`config.mk`:
```
export PLATFORM = sky130hd
export DESIGN_NAME = fmqd_front
export DESIGN_NICKNAME = d
export VERILOG_FILES = /design/src/hdl/fmqd_pkg.sv /design/src/hdl/fmqd_front.sv
export SDC_FILE = /design/constraint.sdc
export NUM_CORES = 2
export LEC_CHECK = 0
export BUFFER_PORTS_ARGS = -buffer_cell sky130_fd_sc_hd__buf_2
export CORE_MARGIN = 5
export CORE_UTILIZATION = 45
export CTS_CLUSTER_DIAMETER = 100
export DETAILED_ROUTE_END_ITERATION = 10
export GPL_TIMING_DRIVEN = 1
export PLACE_DENSITY = 0.64
export SETUP_SLACK_MARGIN = 0.05
export SLEW_MARGIN = 25
export SYNTH_ARGS = -nofsm -noshare
export SYNTH_HDL_FRONTEND = slang
export SYNTH_SLANG_ARGS = --single-unit
```
`constraint.sdc`:
```
create_clock -name clk -period 7.1 [get_ports clk]
set_input_delay 2.13 -clock clk [delete_from_list [all_inputs] [get_ports clk]]
set_output_delay 2.13 -clock clk [all_outputs]
set_load 0.05 [all_outputs]
```
`src/hdl/fmqd_pkg.sv`:
```
`timescale 1ns / 1ps
`default_nettype none

package fmqd_pkg;

	// cordic depth and angle table, angles at 2^24 per pi
	localparam int CORDIC_STAGES = 16;
	localparam int ANG_LEN       = 24;
	localparam int NSTAGES       = (CORDIC_STAGES < ANG_LEN) ? CORDIC_STAGES : ANG_LEN;
	localparam int STAGE_W       = $clog2(NSTAGES);
	localparam int ANG_IDX_W     = $clog2(ANG_LEN);

	localparam int ANG_TABLE [ANG_LEN] = '{
		4194304, 2476042, 1308273, 664100, 333339, 166832, 83436, 41721,
		20861, 10430, 5215, 2608, 1304, 652, 326, 163,
		81, 41, 20, 10, 5, 3, 1, 1
	};

	localparam int HALF_PI_ANG = 8388608;

	// datapath widths: x grows by the cordic gain over a 33 bit product
	localparam int SAMPLE_W = 16;
	localparam int PROD_W   = 32;
	localparam int XY_W     = 36;
	localparam int Z_W      = 27;

	// output scaling
	localparam int AUDIO_LIMIT = 24576;
	localparam int ALPHA_ONE   = 65536;
	localparam int GAIN_W      = 16;
	localparam int ALPHA_W     = 17;

	// register reset values
	localparam logic [GAIN_W-1:0]  GAIN_RESET  = 16'd6554;
	localparam logic [ALPHA_W-1:0] ALPHA_RESET = 17'd62063;

	// configuration register map
	typedef enum logic [0:0] {
		REG_GAIN  = 1'b0,
		REG_ALPHA = 1'b1
	} cfg_reg_t;

	localparam int CFG_DATA_W = ALPHA_W;

	// one request travelling down the cordic chain
	typedef struct packed {
		logic                   valid;
		logic signed [XY_W-1:0] x;
		logic signed [XY_W-1:0] y;
		logic signed [Z_W-1:0]  z;
		logic                   xy_zero;
		logic                   in_zero;
		logic                   blk_end;
	} cordic_t;

endpackage

`default_nettype wire

```
`src/hdl/fmqd_front.sv`:
```
`timescale 1ns / 1ps
`default_nettype none

module fmqd_front (
	input  wire logic                                 clk,
	input  wire logic                                 arst_n,
	input  wire logic                                 accept,
	input  wire logic signed [fmqd_pkg::SAMPLE_W-1:0] i_sample,
	input  wire logic signed [fmqd_pkg::SAMPLE_W-1:0] q_sample,
	input  wire logic                                 block_end,
	output fmqd_pkg::cordic_t                         head
);

	logic signed [fmqd_pkg::SAMPLE_W-1:0] prev_i_q;
	logic signed [fmqd_pkg::SAMPLE_W-1:0] prev_q_q;

	logic                               valid_s1;
	logic                               in_zero_s1;
	logic                               blk_end_s1;
	logic signed [fmqd_pkg::PROD_W-1:0] p_ii_s1;
	logic signed [fmqd_pkg::PROD_W-1:0] p_qq_s1;
	logic signed [fmqd_pkg::PROD_W-1:0] p_qi_s1;
	logic signed [fmqd_pkg::PROD_W-1:0] p_iq_s1;

	logic signed [fmqd_pkg::XY_W-1:0] re_w;
	logic signed [fmqd_pkg::XY_W-1:0] im_w;
	logic signed [fmqd_pkg::XY_W-1:0] x_w;
	logic signed [fmqd_pkg::XY_W-1:0] y_w;
	logic signed [fmqd_pkg::Z_W-1:0]  z_w;

	// previous sample, replaced by every accepted request
	always_ff @(posedge clk or negedge arst_n) begin
		if (!arst_n) begin
			prev_i_q <= '0;
			prev_q_q <= '0;
		end else if (accept) begin
			prev_i_q <= i_sample;
			prev_q_q <= q_sample;
		end
	end

	// stage 1: partial products of sample times conjugate of previous
	always_ff @(posedge clk or negedge arst_n) begin
		if (!arst_n) begin
			valid_s1 <= 1'b0;
		end else begin
			valid_s1 <= accept;
		end
	end

	always_ff @(posedge clk) begin
		if (accept) begin
			p_ii_s1    <= i_sample * prev_i_q;
			p_qq_s1    <= q_sample * prev_q_q;
			p_qi_s1    <= q_sample * prev_i_q;
			p_iq_s1    <= i_sample * prev_q_q;
			in_zero_s1 <= (i_sample == '0) && (q_sample == '0);
			blk_end_s1 <= block_end;
		end
	end

	// stage 2: sum products and pre-rotate into the right half plane
	always_comb begin
		re_w = fmqd_pkg::XY_W'(p_ii_s1) + fmqd_pkg::XY_W'(p_qq_s1);
		im_w = fmqd_pkg::XY_W'(p_qi_s1) - fmqd_pkg::XY_W'(p_iq_s1);
		x_w  = re_w;
		y_w  = im_w;
		z_w  = '0;
		if (re_w[fmqd_pkg::XY_W-1]) begin
			if (!im_w[fmqd_pkg::XY_W-1]) begin
				x_w = im_w;
				y_w = -re_w;
				z_w = fmqd_pkg::Z_W'(fmqd_pkg::HALF_PI_ANG);
			end else begin
				x_w = -im_w;
				y_w = re_w;
				z_w = -fmqd_pkg::Z_W'(fmqd_pkg::HALF_PI_ANG);
			end
		end
	end

	always_ff @(posedge clk or negedge arst_n) begin
		if (!arst_n) begin
			head <= '0;
		end else begin
			head.valid <= valid_s1;
			if (valid_s1) begin
				head.x       <= x_w;
				head.y       <= y_w;
				head.z       <= z_w;
				head.xy_zero <= (re_w == '0) && (im_w == '0);
				head.in_zero <= in_zero_s1;
				head.blk_end <= blk_end_s1;
			end
		end
	end

endmodule

`default_nettype wire

```
==> Flow_metrics.wiki <==
{| class="wikitable"
! Metric !! Value
|-
| Number of antenna violations at the first check in global routing || 11
|-
| Maximum clock frequency || 133 MHz
|-
| Number of failing hold endpoints at the final stage || 0
|-
| FF+latch count, synth || 241
|-
| Post-Place Worst Slack || -1.50 ns
|-
| Clock Sink Count || 241
|-
| Arrival @ worst endpoint || 7.83 ns
|-
| Number of pins exceeding their max-slew limit in the final report || 0
|-
| Proportion of synthesized chip area in sequential cells || 0.126
|-
| Largest net degree at the start of global routing || 99
|-
| Simple logic cell fraction of the synthesized area || 0.148
|-
| Top delay family on crit path || adder cells
|-
| Slowest cell on crit path || sky130_fd_sc_hd__fa_2
|-
| Wirelength per Cell || between 15 and 20 um
|-
| Final hold slack || 0.477 ns
|-
| EDFF count, synth || 130
|-
| Count of input and output buffers || between 100 and 150
|-
| Total number of nets in the final design || roughly 7,700
|-
| Fraction of layout cells with a size suffix above 1 || 0.197
|-
| Type of the setup path with the least slack || in2reg
|-
| Critical Path Source Type || input pin
|-
| Critical path buffers and inverters || 6
|-
| Overall routing resource usage || 0.253
|-
| Post-Syn Area per Cell || between 9 and 10 um2
|-
| Kind of end point of the critical path || flip-flop
|-
| Share of synthesized area spent on multiplexers || 0.0105
|-
| Antenna-violating nets left || 0
|-
| Share of synthesized cell area in full adder, half adder and majority cells || 0.488
|-
| Total standard cell area after synthesis || about 53,000 um2
|-
| Via count of the first global-routing pass || between 40,000 and 50,000
|-
| HPWL after detailed placement || 127,000 um
|-
| Worst Max-Slew Pin Slew || roughly 1 ns
|-
| Average via count per standard cell || 5.26
|-
| Cell count after placement || 7,648
|-
| Hold Buf Count CTS || 0
|-
| RSZ-0062 raised after global routing || yes
|-
| Max_cap viols || 0
|-
| Number of endpoints failing setup at the final stage || 39
|-
| Area of the die || 125,000 um2
|-
| Final critical-path required period || 7.50 ns
|-
| Fraction of the mapped netlist area in compound gates || 0.0823
|-
| Maximum fanout encountered on the critical timing path || 5
|-
| Worst relative slew slack || 0.333
|-
| Hold Crit Class || reg2reg
|-
| Share of the synthesized netlist area taken by xor and xnor gates || 0.0382
|-
| Number of remaining DRC errors || 0
|-
| Max Clock Skew || 0.0188 ns
|-
| Latest clock arrival within the worst-skew pair || 0.59 ns
|-
| Largest stage delay on the critical path || 0.61 ns
|-
| Initial core utilization || 0.452
|-
| I/O pin count || 139
|-
| Std-Cell Core Area || around 120,000 um2
|-
| Area Growth Syn to Fin || 19.5%
|-
| Yosys cell types || just over 90
|-
| Die boundary height || about 350 um
|-
| Remaining Overflow, GRT || 0
|-
| DIE WIDTH || between 300 and 400 um
|-
| Period utilisation layout || 1.06
|-
| DR vias || 41,103
|-
| Rows || about 130
|-
| Instance count of the mapped netlist || about 5,700
|-
| Non-filler instance count after layout || 7,810
|-
| Share of flip-flops with an asynchronous set or reset after synthesis || 0.461
|-
| Cell at the root of the clock tree || sky130_fd_sc_hd__clkbuf_16
|-
| Maximum clock insertion buffer count || 3
|-
| Fin util || 0.540
|-
| Main combinational cell family by area after synthesis || adder cells
|-
| Final WS setup || -0.404 ns
|-
| CTS clk-pin slew, worst paths || 0.06 ns
|-
| Routed wire length || 156,000 um
|-
| Warning count from the yosys run || 0
|-
| Violated checks || negative setup slack
|-
| RD Place Congestion || about 0.93
|-
| Fillers || 10,502
|-
| Number of iterations in the first detailed-routing pass || 6
|-
| CTS tree || built
|-
| Most instantiated flip-flop cell in the synthesis netlist || sky130_fd_sc_hd__edfxtp_1
|-
| Iteration-0 DRC Markers || roughly 2,700
|-
| Run status || finished, violations left
|-
| Global-route wire length before repair || between 200,000 and 250,000 um
|-
| Required time at the worst-slack endpoint || 7.43 ns
|-
| Clock buffers created by TritonCTS || 36
|-
| CTS H-Tree Depth || 2
|}
repair_timing:
action / in CTS / in global routing
gates resized for setup: 237 / 171
pin swaps: 134 / 111
cloned: 6 / 3
setup buffers: 59 / 32
setup endpoints to repair: 56 / 53
metal layers:
| layer | vias to the layer above | part of all wire | wire length (um) | GRT usage |
|---|---|---|---|---|
| li1 | 18604 | - | - | - |
| met1 | 20908 | 0.41 | 64500 | 0.335 |
| met2 | 1321 | 0.45 | 70800 | 0.405 |
| met3 | 262 | 0.083 | 12900 | 0.0565 |
| met4 | 8 | 0.050 | 7830 | 0.104 |
| met5 | - | 0.00038 | 59 | 0 |
cells in the final DEF (no fill, tap or decap), types with 16 or more instances in the layout:
master	instances
sky130_fd_sc_hd__inv_2	44
sky130_fd_sc_hd__fa_2	48
sky130_fd_sc_hd__a31oi_1	24
sky130_fd_sc_hd__nand2_1	587
sky130_fd_sc_hd__ha_4	32
sky130_fd_sc_hd__nand2b_1	32
sky130_fd_sc_hd__inv_1	1157
sky130_fd_sc_hd__fa_1	1002
sky130_fd_sc_hd__xnor2_1	158
sky130_fd_sc_hd__buf_12	44
sky130_fd_sc_hd__and2_1	482
sky130_fd_sc_hd__and3_1	25
sky130_fd_sc_hd__o21ai_0	117
sky130_fd_sc_hd__nor2_1	189
sky130_fd_sc_hd__a21oi_1	115
sky130_fd_sc_hd__nand3_1	31
sky130_fd_sc_hd__xor2_1	61
sky130_fd_sc_hd__buf_2	87
sky130_fd_sc_hd__o21bai_1	16
sky130_fd_sc_hd__a21oi_2	40
sky130_fd_sc_hd__mux2_2	38
sky130_fd_sc_hd__edfxtp_1	130
sky130_fd_sc_hd__buf_4	568
sky130_fd_sc_hd__nor3_1	43
sky130_fd_sc_hd__o31ai_1	16
sky130_fd_sc_hd__conb_1	23
sky130_fd_sc_hd__a21o_1	78
sky130_fd_sc_hd__a211oi_1	22
sky130_fd_sc_hd__clkbuf_16	39
sky130_fd_sc_hd__o211ai_1	21
sky130_fd_sc_hd__and2_4	31
sky130_fd_sc_hd__dfrtp_1	110
sky130_fd_sc_hd__buf_6	50
sky130_fd_sc_hd__ha_1	357
sky130_fd_sc_hd__o21a_1	38
sky130_fd_sc_hd__nand4_1	18
sky130_fd_sc_hd__nor4_1	16
Yosys cell counts, types with 18 or more instances:
cell                          n  area, um2
sky130_fd_sc_hd__a21o_1      78        586
sky130_fd_sc_hd__a21oi_1    162        811
sky130_fd_sc_hd__inv_1     1203       4520
sky130_fd_sc_hd__fa_1      1050      21000
sky130_fd_sc_hd__nand3_1     38        190
sky130_fd_sc_hd__ha_1       395       4940
sky130_fd_sc_hd__o211ai_1    21        158
sky130_fd_sc_hd__nor2_1     197        739
sky130_fd_sc_hd__o31ai_1     19        143
sky130_fd_sc_hd__mux2_2      38        428
sky130_fd_sc_hd__and3_1      27        169
sky130_fd_sc_hd__nor3_1      45        225
sky130_fd_sc_hd__nand4_1     18        113
sky130_fd_sc_hd__xnor2_1    167       1460
sky130_fd_sc_hd__o21ai_0    134        671
sky130_fd_sc_hd__dfrtp_1    111       2780
sky130_fd_sc_hd__nand2b_1    33        206
sky130_fd_sc_hd__xor2_1      65        569
sky130_fd_sc_hd__buf_4       25        188
sky130_fd_sc_hd__o21a_1      38        285
sky130_fd_sc_hd__and2_1     513       3210
sky130_fd_sc_hd__nand2_1    609       2290
sky130_fd_sc_hd__edfxtp_1   130       3900
sky130_fd_sc_hd__a211oi_1    28        210
sky130_fd_sc_hd__clkbuf_1   249        935
sky130_fd_sc_hd__a31oi_1     29        181
cells by family (layout without fill, tap and decap cells):
group	after synthesis	count (layout)
and+or+nand+nor	1579	1579
buffers and inverters	1488	2046
adders and majority gates	1445	1445
AOI/OAI and AO/OA	655	655
DFF	241	241
xor gates and xnor gates	232	232
muxes	51	51
other	1	25
path summary, 6_finish.rpt:
check / slack, ns / depth (start not counted) / end / startpoint
min: 0.48 / 1 / head[38] / head[38]
max reg2reg: 0.33 / 23 / p_qi_s1[30] / prev_i_q[5]
min reg2reg: 0.48 / 1 / head[38] / head[38]
min in group asynchronous: 1.43 / 1 / head[71] / arst_n
max in group asynchronous: 4.55 / 2 / valid_s1 / arst_n
max: -0.40 / 25 / p_qi_s1[30] / q_sample[15]
cell type report:
cell class                      instances  area, um2  area share
Tap cell                             1536       1920      0.0302
Multi-Input combinational cell       3985      42500       0.669
Timing Repair Buffer                  775       6660       0.105
Inverter                             1206       4540      0.0714
Sequential cell                       241       6680       0.105
Clock inverter                         24        303     0.00477
Clock buffer                           41        940      0.0148
Antenna cell                            2       5.00   0.0000788
through the flow:
stage | area [um2] | setup TNS (ns)
after floorplan | 54100 | -16.58
after global placement | 59700 | -60.88
after detailed placement | 59700 | -65.66
after CTS | 62500 | -6.42
after global routing | 63500 | -14.70
final | 63500 | -8.38
flip-flops by register name (all words and copies together), names as in the netlist:
name / flops
prev_i_q: 16
in_zero_s1: 1
p_qi_s1: 32
head: 78
p_qq_s1: 32
p_iq_s1: 32
p_ii_s1: 32
valid_s1: 1
prev_q_q: 16
blk_end_s1: 1
Power is left out: the tool's default activity adds up to more than one toggle a clock period on the data nets, which glitch-free logic cannot reach.
