--- config.mk ---
export PLATFORM = sky130hd
export DESIGN_NAME = fmqd_cordic_cell
export DESIGN_NICKNAME = d
export VERILOG_FILES = /design/src/hdl/fmqd_pkg.sv /design/src/hdl/fmqd_cordic_cell.sv
export SDC_FILE = /design/constraint.sdc
export NUM_CORES = 1
export LEC_CHECK = 0
export ABC_AREA = 0
export BUFFER_PORTS_ARGS = -buffer_cell sky130_fd_sc_hd__buf_2
export CAP_MARGIN = 10
export CORE_ASPECT_RATIO = 1.4
export CORE_MARGIN = 2
export CORE_UTILIZATION = 55
export DETAILED_ROUTE_END_ITERATION = 8
export PLACE_DENSITY = 0.8
export SLEW_MARGIN = 20
export SYNTH_ARGS = -nofsm -noshare
export SYNTH_HDL_FRONTEND = slang
export SYNTH_SLANG_ARGS = --single-unit
--- constraint.sdc ---
create_clock -name clk -period 0.9 [get_ports clk]
set_input_delay 0.135 -clock clk [delete_from_list [all_inputs] [get_ports clk]]
set_output_delay 0.135 -clock clk [all_outputs]
set_load 0.1 [all_outputs]
--- src/hdl/fmqd_pkg.sv ---
`timescale 1ns / 1ps
`default_nettype none

package fmqd_pkg;

	// cordic depth and angle table, angles at 2^24 per pi
	localparam int CORDIC_STAGES = 16;
	localparam int ANG_LEN       = 24;
	localparam int NSTAGES       = (CORDIC_STAGES < ANG_LEN) ? CORDIC_STAGES : ANG_LEN;
	localparam int STAGE_W       = $clog2(NSTAGES);
	localparam int ANG_IDX_W     = $clog2(ANG_LEN);

	localparam int ANG_TABLE [ANG_LEN] = '{
		4194304, 2476042, 1308273, 664100, 333339, 166832, 83436, 41721,
		20861, 10430, 5215, 2608, 1304, 652, 326, 163,
		81, 41, 20, 10, 5, 3, 1, 1
	};

	localparam int HALF_PI_ANG = 8388608;

	// datapath widths: x grows by the cordic gain over a 33 bit product
	localparam int SAMPLE_W = 16;
	localparam int PROD_W   = 32;
	localparam int XY_W     = 36;
	localparam int Z_W      = 27;

	// output scaling
	localparam int AUDIO_LIMIT = 24576;
	localparam int ALPHA_ONE   = 65536;
	localparam int GAIN_W      = 16;
	localparam int ALPHA_W     = 17;

	// register reset values
	localparam logic [GAIN_W-1:0]  GAIN_RESET  = 16'd6554;
	localparam logic [ALPHA_W-1:0] ALPHA_RESET = 17'd62063;

	// configuration register map
	typedef enum logic [0:0] {
		REG_GAIN  = 1'b0,
		REG_ALPHA = 1'b1
	} cfg_reg_t;

	localparam int CFG_DATA_W = ALPHA_W;

	// one request travelling down the cordic chain
	typedef struct packed {
		logic                   valid;
		logic signed [XY_W-1:0] x;
		logic signed [XY_W-1:0] y;
		logic signed [Z_W-1:0]  z;
		logic                   xy_zero;
		logic                   in_zero;
		logic                   blk_end;
	} cordic_t;

endpackage

`default_nettype wire

--- src/hdl/fmqd_cordic_cell.sv ---
`timescale 1ns / 1ps
`default_nettype none

module fmqd_cordic_cell (
	input  wire logic                         clk,
	input  wire logic                         arst_n,
	input  wire logic [fmqd_pkg::STAGE_W-1:0] stage,
	input  wire fmqd_pkg::cordic_t            cin,
	output fmqd_pkg::cordic_t                 cout
);

	logic signed [fmqd_pkg::XY_W-1:0] xs_w;
	logic signed [fmqd_pkg::XY_W-1:0] ys_w;
	logic signed [fmqd_pkg::Z_W-1:0]  ang_w;

	// shifted neighbors and the micro-rotation angle of this cell
	assign xs_w  = cin.x >>> stage;
	assign ys_w  = cin.y >>> stage;
	assign ang_w = fmqd_pkg::Z_W'(fmqd_pkg::ANG_TABLE[fmqd_pkg::ANG_IDX_W'(stage)]);

	// rotate toward the x axis, direction from the sign of y
	always_ff @(posedge clk or negedge arst_n) begin
		if (!arst_n) begin
			cout <= '0;
		end else begin
			cout.valid <= cin.valid;
			if (!cin.y[fmqd_pkg::XY_W-1]) begin
				cout.x <= cin.x + ys_w;
				cout.y <= cin.y - xs_w;
				cout.z <= cin.z + ang_w;
			end else begin
				cout.x <= cin.x - ys_w;
				cout.y <= cin.y + xs_w;
				cout.z <= cin.z - ang_w;
			end
			cout.xy_zero <= cin.xy_zero;
			cout.in_zero <= cin.in_zero;
			cout.blk_end <= cin.blk_end;
		end
	end

endmodule

`default_nettype wire

==> results of run 1 <==
cells in the mapped netlist, types with 43 or more instances:
library cell  instances  share of area (%)
a21oi_1             127                4.8
nand2_1             127                3.6
xnor2_1             114                7.5
ha_1                107                 10
dfrtp_1             103                 19
nor2_1              103                2.9
mux4_2               87                 15
o21ai_0              71                2.7
xor2_1               57                3.7
mux2i_1              51                3.8
inv_1                47                1.3
a21o_1               43                2.4
cell families after synthesis:
family / after synthesis / synth area share [%]
adders and majority gates: 110 / 10.5
AOI/OAI and AO/OA: 402 / 19.3
and+or+nand+nor: 390 / 14.1
muxes: 171 / 21.4
DFF: 103 / 19.3
xor gates and xnor gates: 171 / 11.2
buffers and inverters: 119 / 4.11
through the flow:
step	hold WS [ns]	std cells	utilization [%]	worst slack (ns)	TNS (ns)
floorplan	-0.161	1466	-	-3.84	-286.94
global placement	0.130	2493	87.6	-4.04	-316.45
detailed placement	0.138	2493	87.6	-4.58	-348.59
==> run summary, run 1 <==
The die is 136 um wide. The overall die height is 188 um, and the fraction of synthesis flops using an asynchronous set or reset pin is 100%. The root buffer cell chosen for the clock tree is clkbuf_16. Post-CTS repair changed the size of 383 cells. After synthesis the cells add up to 13300 sq um.

Summing all placed instances gives a cell area of 20900 sq um. The tools report the CTS sink count as 103. Synthesis produced 1466 cells. During placement, the flow inserted port buffers numbering 211.

For the number of H-tree branching levels, the log shows 3. The flow did not finish. It got as far as 4_1_cts and failed there.

The number of buffers inserted by post-CTS setup repair was 149. After synthesis, flip-flops and latches occupy 19.3% of the total area. The number of warnings printed during yosys synthesis was 0; the average footprint of a synthesized cell was 9.09 sq um.

The first error in the log reads "[ERROR DPL-0038] Utilization greater than 100%, impossible to legalize". The TritonCTS buffer count was 9; the standard-cell row count was 67. In this run, post-CTS hold repair placed 5 buffers. Routability-driven placement congestion ratio: 1.02. The logs give 82 for the count of different cell masters after synthesis and 49900 um for the half-perimeter wire length of the detailed placement result. In this run the count of I/O pins placed on the die edge is 212. The starting density of the core was 55.8%; the number of enable flip-flop cells after synthesis was 0. The run gives 1685 as the number of nets produced by synthesis. Among all flip-flop cells after synthesis, the most frequent one is dfrtp_1. The flip-flop and latch count after synthesis is 103, and the buffer levels on the longest clock path is 2.
==> inputs of run 2 (changes only) <==
--- a/config.mk
+++ b/config.mk
@@ -8,11 +8,10 @@
 export ABC_AREA = 0
 export BUFFER_PORTS_ARGS = -buffer_cell sky130_fd_sc_hd__buf_2
 export CAP_MARGIN = 10
-export CORE_ASPECT_RATIO = 1.4
 export CORE_MARGIN = 2
-export CORE_UTILIZATION = 55
+export CORE_UTILIZATION = 40
 export DETAILED_ROUTE_END_ITERATION = 8
-export PLACE_DENSITY = 0.8
+export PLACE_DENSITY_LB_ADDON = 0.15
 export SLEW_MARGIN = 20
 export SYNTH_ARGS = -nofsm -noshare
 export SYNTH_HDL_FRONTEND = slang
==> run summary, run 2 <==
The run finished, with violations left. The final reports fail on negative setup slack. The count of buffers added on input and output ports is 211. In this run, the number of DRC markers left after iteration 0 of detailed routing was 970. In the synthesized netlist the async set-or-reset flop fraction comes to 100%.

The kind of critical path is in -> reg. Cell internal power was estimated by the tool at 0.0287 W. Adding up every negative setup slack in the final design gives -297.94 ns. Register share of total power: 14.8%. TritonCTS built the clock tree. The wire length per cell was 18.2 um. Of the total power, combinational logic draws 78.1%. The biggest area consumer among synthesized cells is dfrtp_1.

The total wire length is 51700 um, and the global route total overflow is 0. The via count of the first global-routing pass was 15510; the final count of pins violating max slew was 0. Setup repair after global routing could not meet its margin everywhere. In this run, CTS created clock tree buffers numbering 9. Entering global routing, the biggest net connects 50 pins. The clock network fraction of total power was 7.0%; the relative slew slack was 58.2%. After detailed routing, the number of vias per cell comes to 5.40.

The combined buffer and inverter count along the critical path is 2, and the number of search-and-repair iterations in the first detailed-routing pass is 5. The post-synthesis to final-layout area growth was 84.4%. The buffer levels on the longest clock path is 2, and the number of standard cells after synthesis is 1466.

The number of enable flip-flop cells after synthesis works out to 0. For the area of the die, the log shows 34800 sq um. Number of max-cap violations: 0.

The power per standard cell area is 2360 nW/um^2. VDD sags by at most 0.00292 V. The critical-path cell with the highest stage delay is mux4_2.

In this run the remaining antenna-violating nets after routing total 0. The routed layout has 15327 vias. The tools report the floorplan core area as 32700 sq um.

The filler cell count was 2266. After synthesis, the cell types taking the most area are dfrtp_1 19%, mux4_2 15%, ha_1 10%. After floorplanning, the core was divided into 66 placement rows.

The clock input transition at the sequential cells of the worst setup and hold paths is 0.07 ns, and the half-perimeter wire length of the detailed placement result is 39600 um. The final layout contains 2603 nets. The average footprint of a synthesized cell works out to 9.09 sq um. The commonest cells after synthesis are 127 x a21oi_1, 127 x nand2_1, 114 x xnor2_1. The signal on the critical path passes through buf_16, buf_12, mux4_2, mux2_4, mux2_4, a2111oi_4, and3_4, and2_4, nor2_4, xnor2_2, ha_4, a21oi_4, o21ai_1, a221o_1, or4b_4, a211oi_4, nor3_4, o21ai_2, nand2_1, a31oi_1, xnor2_1. The worst path setup slack after routing was -3.55 ns.

The worst setup path is launched from an input port. The number of nets produced by synthesis came out at 1685. Prevailing post-synth register cell: dfrtp_1.

The tools report the initial antenna violation count as 7. The number of remaining DRC errors is 0. The run gives 212 as the top-level port count. The post-route netlist has 62.2% of its cells at a drive strength greater than 1.

The min-delay analysis places its worst path in the category in -> reg. In the global route stage, overall resource usage came out at 28.9%. The congestion estimate from routability-driven global placement came to 0.947. The area occupied by multi-input gates was 11900 sq um; the slew at the pin closest to its max-slew limit was 0.621 ns. Clock tree synthesis selected as its root buffer the cell clkbuf_16. The largest registers in the layout are cout: 103 flops. Of all nets on the critical path, the largest fanout is 4. The dominant delay contributor by cell family on the critical path was compound AO/OA/AOI/OAI gates.

The CTS sink count is 103. Data arrives at the worst endpoint at 4.76 ns. Dividing the final minimum period by the clock period gives 495%. After synthesis the netlist holds a flip-flop and latch count of 103. The register name with the most flops is cout. The sequential standard cell area is 2700 sq um, and the net switching power figure is 0.0293 W. The library cell used most frequently in the layout, excluding fill and tap cells, is buf_4. The type of destination of the critical path is a register.

The design draws 0.0579 W. The final core utilization is 75.2%, and the delay contributed by the slowest stage of the critical path is 0.53 ns. From left edge to right edge, the die measures 187 um. In the layout the commonest cells are 688 x buf_4, 124 x buf_12, 117 x nand2_1. The H-tree was split into 3 levels. In this run the static leakage power is 11.3 nW. The first global-routing pass estimated 81000 um of wire.

The smallest clock period supported by the final layout is computed as 4.45 ns. The register with the most flip-flops in the layout has 103 of them. The count of endpoints failing setup in the final report is 202, and the netlist area before placement is 13300 sq um.

The number of warnings printed during yosys synthesis is 0, and the highest achievable clock rate is 0.225 GHz. Synthesis instantiated 82 different standard cells from the library. Among the stages of the critical path, the cell type that occurs most often is mux2_4.

For the worst setup path, the data required time is 1.21 ns. The run gives 0 as the number of hold violations in the final report. The overall die height is 187 um. For this run, the register share of the synthesized area comes to 19.3%. The fraction of synthesized cell area taken by the top area cell type works out to 19.3%. In this run switching power makes up 50.5% of total power. For this configuration, the core starts out at a cell density of 40.8%.
run 2: cells by family after synthesis:
logic type / Yosys count / synth area share, %
muxes: 171 / 21.4
and+or+nand+nor: 390 / 14.1
adders and majority gates: 110 / 10.5
DFF: 103 / 19.3
xor gates and xnor gates: 171 / 11.2
buffers and inverters: 119 / 4.11
AOI/OAI and AO/OA: 402 / 19.3
run 2: what timing repair did:
action | 4_1_cts | 5_1_grt
hold buffers | 5 | 0
gates cloned | 4 | 0
pin swaps | 160 | 143
endpoints found under the hold margin | 107 | 0
resized for setup | 222 | 126
buffers inserted | 91 | 45
endpoints found under the setup margin | 202 | 202
run 2: cell type report:
| class | instances | share of cell area (%) |
|---|---|---|
| Antenna cell | 5 | 0.0509 |
| Clock buffer | 11 | 0.947 |
| Clock inverter | 5 | 0.239 |
| Inverter | 49 | 0.819 |
| Multi-Input combinational cell | 1244 | 48.4 |
| Sequential cell | 103 | 11.0 |
| Tap cell | 442 | 2.25 |
| Timing Repair Buffer | 977 | 36.3 |
run 2: worst paths after layout:
kind,from,end,slack (ns),depth (start not counted)
min in group asynchronous,arst_n,cout[74],0.11,2
worst max-delay path,stage[0],cout[65],-3.55,21
max in group asynchronous,arst_n,cout[64],0.28,3
worst min-delay path,cin[66],cout[66],0.08,4
run 2: through the flow:
stage	setup WS [ns]	std cells	hold slack (ns)	cell area, sq um
after floorplan	-3.84	1466	-0.161	14000
after global placement	-4.26	2684	-0.0303	21600
after detailed placement	-4.37	2684	-0.0306	21600
after CTS	-3.43	2795	0.0645	23600
after global routing	-3.78	2832	0.0947	24600
final	-3.55	2836	0.0802	24600
run 2: power by group through the flow:
stage	registers [W]	clock network (W)	logic (W)
2_1_floorplan	0.0220	0	0.0101
3_3_place_gp	0.00863	0	0.0407
3_5_place_dp	0.00869	0	0.0410
4_1_cts	0.00864	0.00419	0.0435
5_1_grt	0.00877	0.00434	0.0472
6_report	0.00859	0.00407	0.0453
run 2: tightest hold or removal path, delay by kind of cell:
family / cells / cell delay [ns]
fa+ha+maj: 1 / 0.12
buf+inv: 3 / 0.19
run 2: metal layers:
metal	share of wire (%)	GRT usage, %
met2	47	46.5
met1	44	39.7
met3	6.6	4.93
met4	2.0	8.76
met5	0.039	0
(Power assumes the default switching activity.)
==> inputs of run 3 (changes only) <==
--- a/config.mk
+++ b/config.mk
@@ -11,7 +11,8 @@
 export CORE_MARGIN = 2
 export CORE_UTILIZATION = 40
 export DETAILED_ROUTE_END_ITERATION = 8
-export PLACE_DENSITY_LB_ADDON = 0.15
+export PLACE_DENSITY = 0.61
+export SKIP_LAST_GASP = 1
 export SLEW_MARGIN = 20
 export SYNTH_ARGS = -nofsm -noshare
 export SYNTH_HDL_FRONTEND = slang
==> constraint.sdc (replaced) <==
create_clock -name clk -period 4.9 [get_ports clk]
set_input_delay 0.735 -clock clk [delete_from_list [all_inputs] [get_ports clk]]
set_output_delay 0.735 -clock clk [all_outputs]
set_load 0.1 [all_outputs]
==> run summary, run 3 (same netlist as run 2, synthesis figures left out) <==
The run finished, with violations left. The final reports fail on negative setup slack. The remaining number of nets flagged by the antenna check after routing came out at 0. After the first detailed-routing iteration, the DRC count stood at 1075.

Clock-pin slew was measured on the worst setup and hold paths at 0.07 ns. The tools report the via count of the first global-routing pass as 14044. The global-route wire length before repair was 72800 um; the post-synthesis to final-layout area growth was 54.1%.

The detailed-route vias per instance came out at 5.40. The congestion estimate from routability-driven global placement came to 0.925. The met1 track demand over resource in global routing came out at 36.9%. The final period utilization was 106%; the worst path arrival time was 5.48 ns.

The run gives 2 as the buffer levels on the longest clock path. The top-level port count came out at 212. For the routing usage on met2, the log shows 40.7%. The internal power of the cells totals 0.00373 W.

Once detailed placement completed, the half-perimeter wirelength came to 37100 um. Combinational share of power: 76.0%. The final count of pins violating max slew came out at 0. The global-route track usage on met3 was 4.34%. The total wire length was 46500 um. The routed layout has 14465 vias. The worst path setup slack after routing was -0.273 ns. Entering global routing, the biggest net connects 98 pins. For the area of the die, the log shows 34800 sq um.

STA puts the critical path data required time at 5.21 ns. The count of endpoints failing setup in the final report was 23. TritonCTS built the clock tree. Leaving out fill and tap cells, the most frequent cell in the layout is buf_4. The most heavily used metal layer in global routing was met2. Net switching is 56.5% of the power. Register share of total power: 14.9%. The number of hold buffers added after CTS was 0. The worst-case IR drop observed on VDD is 0.000460 V. In the layout the commonest cells are 590 x buf_4, 206 x buf_2, 125 x nand2_1. Global route total overflow: 0.

The routed design could run at a clock period as short as 5.17 ns. The die outline width is 187 um. The worst setup path is captured at a register. The largest driver fanout on the critical path came out at 7. The slew at the pin closest to its max-slew limit was 0.686 ns. The largest registers in the layout are cout: 103 flops. The power per standard cell area was 418 nW/um^2.

The number of max-cap violations came out at 0. The leakage power of the design was 9.81 nW. For the final core utilization, the log shows 62.8%. Clock tree synthesis found a total of 103 sinks.

Relative slew slack: 54.3%. For the initial antenna violation count, the log shows 4. The critical path in this run is classified as in -> reg. The clock network fraction of total power is 9.2%, and the number of H-tree branching levels is 3.

For this run, design rule violations remaining after detail routing come to 0. The number of I/O port buffers came out at 211. STA classifies the critical path startpoint as an input port. Class of the tightest hold or removal check: in -> async.

Once layout is complete, the cells apart from fillers number 2678. 0 antenna diodes ended up in the layout. The logs give 2450 for the number of nets in the layout and 9 for the TritonCTS buffer count. The logs give 0 for the number of hold violations in the final report and 0.193 GHz for the highest achievable clock rate.

Setup repair after global routing could not meet its margin everywhere. The all-layer global routing usage came out at 26.0%. The register name with the most flops is cout. The starting density of the core is 40.8%. The number of search-and-repair iterations in the first detailed-routing pass came out at 5. The net switching power figure was 0.00485 W; the share of layout cells above drive strength 1 was 48.8%. Measured along the y axis, the die boundary spans 187 um. The placed cell count was 2603.

The standard-cell row count was 66. In the final routed layout, each cell accounts on average for 17.4 um. The number of flip-flops in the largest register works out to 103. The core region is 32700 sq um. The tree is rooted in a clkbuf_16.
-- run 3: cell types whose count changed in the layout (fill, tap and decap cells not counted), moves of 46 or more --
cell,before,now
buf_2,103,206
dfrtp_2,101,0
dfrtp_1,2,103
buf_12,124,13
buf_6,52,6
buf_4,688,590
-- run 3: area by class of cell --
| class | count | area (sq um) |
|---|---|---|
| Timing Repair Buffer | 824 | 6000 |
| Sequential cell | 103 | 2580 |
| Clock inverter | 6 | 85.1 |
| Clock buffer | 10 | 229 |
| Inverter | 49 | 191 |
| Fill cell | 2787 | 12200 |
| Multi-Input combinational cell | 1244 | 10900 |
| Tap cell | 442 | 553 |
-- run 3: worst max-delay path, stage by stage --
cell       delay (ns)
buf_16           0.13
mux4_2           0.56
mux2_4           0.30
or2_4            0.26
a2111oi_4        0.49
and3_4           0.29
and2_4           0.18
buf_12           0.11
a21oi_4          0.05
xnor2_2          0.15
ha_1             0.32
and2_4           0.15
a221o_1          0.32
or4b_4           0.51
a211oi_4         0.30
nor3_4           0.08
o21ai_2          0.16
nand2_1          0.08
a31oi_2          0.15
xnor2_1          0.13
-- run 3: through the flow --
stage	hold slack (ns)	setup TNS, ns	total power, W	setup WS [ns]	cell area (sq um)
after floorplan	0.439	-5.64	0.00574	-0.447	13700
after global placement	0.796	-30.75	0.00747	-0.880	19100
after detailed placement	0.808	-34.10	0.00751	-0.966	19100
after CTS	0.388	-0.655	0.00840	-0.150	19700
after global routing	0.416	-7.08	0.00902	-0.415	20500
final	0.364	-3.28	0.00858	-0.273	20500
-- run 3: path summary, 6_finish.rpt --
path	startpoint	endpoint	slack (ns)
min in group clk	cin[1]	cout[1]	0.45
hold / removal	arst_n	cout[38]	0.36
max in group asynchronous	arst_n	cout[5]	3.41
setup / recovery	stage[0]	cout[65]	-0.27
-- run 3: power by group through the flow --
| stage | Combinational [W] | Clock, W | Sequential, W |
|---|---|---|---|
| global route | 0.00686 | 0.000843 | 0.00132 |
| finish | 0.00652 | 0.000787 | 0.00128 |
| CTS | 0.00631 | 0.000809 | 0.00128 |
| detailed placement | 0.00622 | 0 | 0.00129 |
| global placement | 0.00618 | 0 | 0.00129 |
| floorplan | 0.00178 | 0 | 0.00396 |
-- run 3: per-layer routing --
metal | up-vias | part of all wire (%)
met1 | 6891 | 46
li1 | 7005 | -
met5 | - | 0.11
met4 | 8 | 1.9
met2 | 502 | 45
met3 | 59 | 6.9
-- run 3: what timing repair did --
action,4_1_cts,5_1_grt
hold endpoints to repair,0,0
pin swaps,17,72
gates cloned,2,3
buffers inserted,13,42
gates resized for setup,39,90
endpoints found under the setup margin,44,35
